File: config.mk
export PLATFORM = sky130hd
export DESIGN_NAME = crm_lane
export DESIGN_NICKNAME = d
export VERILOG_FILES = /design/src/hdl/crm_pkg.sv /design/src/hdl/crm_lane.sv
export SDC_FILE = /design/constraint.sdc
export NUM_CORES = 1
export LEC_CHECK = 0
export BUFFER_PORTS_ARGS = -buffer_cell sky130_fd_sc_hd__buf_2
export CAP_MARGIN = 20
export CORE_ASPECT_RATIO = 0.5
export CORE_UTILIZATION = 60
export DETAILED_ROUTE_END_ITERATION = 10
export GPL_TIMING_DRIVEN = 0
export PLACE_DENSITY = 0.8
export SYNTH_ARGS = -nofsm -noshare
export SYNTH_HDL_FRONTEND = slang
export SYNTH_SLANG_ARGS = --single-unit
File: constraint.sdc
create_clock -name vclk -period 17.1
set_input_delay 3.42 -clock vclk [all_inputs]
set_output_delay 3.42 -clock vclk [all_outputs]
set_load 0.01 [all_outputs]
File: src/hdl/crm_pkg.sv
`default_nettype none

package crm_pkg;

    localparam int WORD_BITS      = 32;
    localparam int LANES          = 4;
    localparam int LANE_BITS      = $clog2(LANES);
    localparam int REG_INDEX_BITS = 3;
    localparam int SHIFT          = 9;
    localparam int MASK_BITS      = 5;

    typedef logic [WORD_BITS-1:0]      t_word;
    typedef t_word [LANES-1:0]         t_lane_vec;
    typedef logic [REG_INDEX_BITS-1:0] t_reg_index;

    localparam t_word LOW_MASK = t_word'((64'd1 << MASK_BITS) - 64'd1);

    // register map: multipliers first, then seeds
    localparam t_reg_index REG_MULTIPLIER_0 = 3'd0;
    localparam t_reg_index REG_SEED_0       = 3'd4;

    localparam t_lane_vec MULT_RESET = {32'd65537, 32'd524287, 32'd104729, 32'd131071};
    localparam t_lane_vec SEED_RESET = {32'd823, 32'd227, 32'd769, 32'd653};

    typedef struct packed {
        logic restart;
    } t_in;

    typedef struct packed {
        t_word word_0;
        t_word word_1;
        t_word word_2;
        t_word word_3;
        t_word mix_word;
    } t_out;

    typedef struct packed {
        t_reg_index reg_index;
        t_word      reg_value;
    } t_cfg;

endpackage

`default_nettype wire

File: src/hdl/crm_lane.sv
`default_nettype none

module crm_lane (
    input  wire logic           i_restart,
    input  wire crm_pkg::t_word i_state,
    input  wire crm_pkg::t_word i_seed,
    input  wire crm_pkg::t_word i_mult,
    input  wire crm_pkg::t_word i_mix,
    output crm_pkg::t_word      o_next
);

    crm_pkg::t_word src;
    crm_pkg::t_word prod;
    crm_pkg::t_word mapped;

    // renyi map on either the seed or the running lane value
    assign src    = i_restart ? i_seed : i_state;
    assign prod   = src * i_mult;
    assign mapped = prod + (src >> crm_pkg::SHIFT);

    always_comb begin
        if (i_restart) begin
            o_next = mapped;
        end else begin
            o_next = (~crm_pkg::LOW_MASK) ^ (mapped + crm_pkg::LOW_MASK) ^ i_mix;
        end
    end

endmodule

`default_nettype wire

==> out/qor.txt, run 1 <==
Post-Route Setup TNS -> 0 ns
Syn Area/Cell -> 8.72 um2
Gpl congestion -> 1.01
HP Start -> i_mix[0]
Unrepaired setup endpoints after global routing -> false
Antenna violations before repair -> 5
Yosys cell types -> 64
Clk_buf instances -> 0
Commonest cells after routing, fill and taps aside -> 490 x inv_1, 430 x fa_1, 318 x and2_1, 253 x nand2_1, 166 x buf_2
Worst relative slew slack -> 23.1%
Worst EP arrival -> 13.35 ns
DIE AREA -> 0.0317 mm2
Final period utilization -> 98.1%
Core area -> 0.0303 mm2
Post-Syn Area -> 0.0186 mm2
CP Capture Type -> primary output
Most common cell after layout, fill and taps aside -> inv_1
Final min period -> 16.77 ns
Seq cells -> 0
Setup bufs post-CTS -> 0
Max Clk Rate -> 59.6 MHz
Final HPWL DP -> 48,600 um
Gr ovfl total -> 0
Worst hold path type -> in2out
Cells after synthesis -> 2,129
Avg WL per Cell -> 21.6 um
Final Slew Violations -> 0
Io pins -> 161
Via count of the first global-routing pass -> 15,300
Hold Crit Depth -> 4
Total track usage -> 38.0%
Vias -> 15,000
Nets -> 2,979
Port Buffer Count -> 157
Row count -> 45
Routed WL -> 57,900 um
Critical path type -> in2out
Register area -> 0 um2
Layout cells sized above 1 -> 9.76%
Most frequent CP cell -> fa_1
Cell family with most CP delay -> adder cells
Setup violators final -> 0
Post-Syn Nets -> 2,821
1st-pass router iterations -> 5
# DRC -> 0
Post-DRT Antenna Nets -> 0
Startpoint Class -> primary input
Critical path required time -> 13.68 ns
Max cap viols -> 0
Yosys warnings -> 0
Slowest stage cell, crit path -> clkbuf_1
Starting Density -> 61.1%
Largest net degree at the start of global routing -> 11
Sequential fraction of the synthesis area -> 0%
Die X -> 251 um
Die height -> 126 um
Post_cts resized -> 0
Worst slew pin tran -> 1.15 ns
P&R area growth vs syn -> 6.95%
Bufs and invs on worst path -> 10
Via-to-Cell Ratio -> 5.60
Hold Violations, Final -> 0
WHS Endpoint -> o_next[0]
Largest fanout on the critical path -> 10
CP max stage delay -> 0.85 ns
Global-route wire length before repair -> 89,200 um
Status -> complete, no violations
Drt initial violations -> 1,150
## kinds of logic after synthesis
group,after synthesis,synth area share (%)
AOI/OAI and AO/OA,123,4.73
xor gates and xnor gates,136,6.46
adders and majority gates,563,55.4
buffers and inverters,590,12.0
muxes,33,1.98
and+or+nand+nor,684,19.4
## stage by stage
| stage | setup WS, ns | utilization [%] | hold slack [ns] | std cells | area, um2 |
|---|---|---|---|---|---|
| 2_1_floorplan | 2.26 | - | 7.01 | 2129 | 18600 |
| 3_3_place_gp | 0.597 | 65.4 | 7.18 | 2685 | 19800 |
| 3_5_place_dp | 0.589 | 65.4 | 7.20 | 2685 | 19800 |
| 4_1_cts | 0.528 | 65.4 | 7.20 | 2685 | 19800 |
| 5_1_grt | 0.122 | 65.4 | 7.21 | 2684 | 19800 |
| 6_report | 0.326 | 65.4 | 7.20 | 2687 | 19800 |
## per-layer routing
layer | wire length [um] | up-vias | track usage (%)
li1 | - | 6572 | -
met1 | 23100 | 7514 | 51.4
met2 | 24400 | 819 | 57.2
met3 | 8230 | 128 | 13.8
met4 | 2140 | 4 | 11.9
met5 | 23 | - | 0
## Yosys cell counts, types with 8 or more instances
cell type | n | area (um2)
a21o_1 | 9 | 67.6
a21oi_1 | 35 | 175
and2_1 | 318 | 1990
buf_2 | 9 | 45.0
clkbuf_1 | 85 | 319
fa_1 | 430 | 8610
ha_1 | 133 | 1660
inv_1 | 490 | 1840
mux2_2 | 30 | 338
nand2_1 | 253 | 950
nand3_1 | 13 | 65.1
nand4_1 | 8 | 50.1
nor2_1 | 36 | 135
nor2b_1 | 10 | 62.6
nor3_1 | 10 | 50.1
o21ai_0 | 21 | 105
xnor2_1 | 98 | 858
xor2_1 | 37 | 324
## what timing repair did
action | in CTS | in global routing
endpoints found under the setup margin | 0 | 4
hold buffers | 0 | 0
hold endpoints to repair | 0 | 0
## area by class of cell
cell class                      count  area, um2
Multi-Input combinational cell   1539      16300
Tap cell                          399        499
Fill cell                        2596      10500
Buffer                             99        392
Antenna cell                        3       7.51
Inverter                          490       1840
Timing Repair Buffer              157        786
## how the worst max path moves through the flow
stage,startpoint,endpoint,depth (start not counted)
3_5_place_dp,i_restart,o_next[31],31
4_1_cts,i_restart,o_next[31],31
3_3_place_gp,i_restart,o_next[31],31
2_1_floorplan,i_restart,o_next[31],30
6_report,i_restart,o_next[31],31
5_1_grt,i_restart,o_next[25],32
==> run 2, diff against run 1 <==
--- a/config.mk
+++ b/config.mk
@@ -6,12 +6,11 @@
 export NUM_CORES = 1
 export LEC_CHECK = 0
 export BUFFER_PORTS_ARGS = -buffer_cell sky130_fd_sc_hd__buf_2
-export CAP_MARGIN = 20
 export CORE_ASPECT_RATIO = 0.5
 export CORE_UTILIZATION = 60
 export DETAILED_ROUTE_END_ITERATION = 10
 export GPL_TIMING_DRIVEN = 0
-export PLACE_DENSITY = 0.8
+export PLACE_DENSITY = 0.78
 export SYNTH_ARGS = -nofsm -noshare
 export SYNTH_HDL_FRONTEND = slang
 export SYNTH_SLANG_ARGS = --single-unit
==> out/qor.txt, run 2 (same netlist as run 1, synthesis figures left out) <==
Seq cells -> 0
Largest net degree at the start of global routing -> 11
Final period utilization -> 98.1%
Clk_buf instances -> 0
Via count of the first global-routing pass -> 15,500
Register area -> 0 um2
Avg WL per Cell -> 21.1 um
Worst EP arrival -> 13.36 ns
Commonest cells after routing, fill and taps aside -> 490 x inv_1, 430 x fa_1, 318 x and2_1, 253 x nand2_1, 166 x buf_2
# DRC -> 0
Starting Density -> 61.1%
Row count -> 45
Largest fanout on the critical path -> 10
Most common cell after layout, fill and taps aside -> inv_1
Worst hold path type -> in2out
1st-pass router iterations -> 5
Status -> complete, no violations
Hold Violations, Final -> 0
DIE AREA -> 0.0317 mm2
Unrepaired setup endpoints after global routing -> false
Slowest stage cell, crit path -> clkbuf_1
Critical path type -> in2out
Routed WL -> 56,700 um
Final Slew Violations -> 0
CP Capture Type -> primary output
Gpl congestion -> 1.06
Worst relative slew slack -> 24.8%
Via-to-Cell Ratio -> 5.66
Startpoint Class -> primary input
CP max stage delay -> 0.85 ns
Vias -> 15,200
Worst slew pin tran -> 1.13 ns
Post-Route Setup TNS -> 0 ns
Final HPWL DP -> 47,300 um
Global-route wire length before repair -> 88,200 um
P&R area growth vs syn -> 6.95%
Most frequent CP cell -> fa_1
Max cap viols -> 0
Core area -> 0.0303 mm2
Setup violators final -> 0
Post-DRT Antenna Nets -> 0
Final min period -> 16.78 ns
Max Clk Rate -> 59.6 MHz
Nets -> 2,980
Layout cells sized above 1 -> 9.80%
Io pins -> 161
Total track usage -> 37.1%
Critical path required time -> 13.68 ns
Antenna violations before repair -> 2
Gr ovfl total -> 0
Die height -> 126 um
Drt initial violations -> 1,359
Port Buffer Count -> 157
Setup bufs post-CTS -> 0
Die X -> 251 um
run 2: final timing paths:
path | from | endpoint | slack, ns | depth (start not counted)
worst max-delay path | i_restart | o_next[31] | 0.32 | 31
worst min-delay path | i_mix[0] | o_next[0] | 7.18 | 4
run 2: worst max-delay path, delay by kind of cell:
kind	cells	cell delay [ns]
AO/OA/AOI/OAI	3	0.60
XOR/XNOR	2	0.53
adder cells (fa/ha/maj)	9	3.91
buffers and inverters	10	3.10
multiplexers	2	0.50
AND/OR/NAND/NOR	5	1.28
run 2: final cells by class:
cell class         instances  area [um2]
fillers                 2569       10500
plain buffers            100         397
well taps                399         499
inverters                490        1840
multi-input cells       1539       16300
repair buffers           157         786
diodes                     1        2.50
run 2: timing repair:
item	in CTS	in global routing
endpoints found under the setup margin	0	3
hold buffers	0	0
resized for setup	0	3
run 2: layer usage:
metal	track usage (%)	vias to the layer above	routed length [um]
li1	-	6568	-
met1	52.4	7560	23500
met2	54.5	917	23400
met3	11.6	158	7560
met4	12.1	4	2200
met5	0	-	23
run 2: stage by stage:
step	util (%)	hold WS [ns]	area, um2	instances	worst slack, ns
after global routing	65.4	7.20	19800	2685	0.0429
after CTS	65.4	7.19	19800	2685	0.643
after detailed placement	65.4	7.19	19800	2685	0.667
after global placement	65.4	7.18	19800	2685	0.671
final	65.4	7.18	19800	2686	0.322
after floorplan	-	7.01	18600	2129	2.26
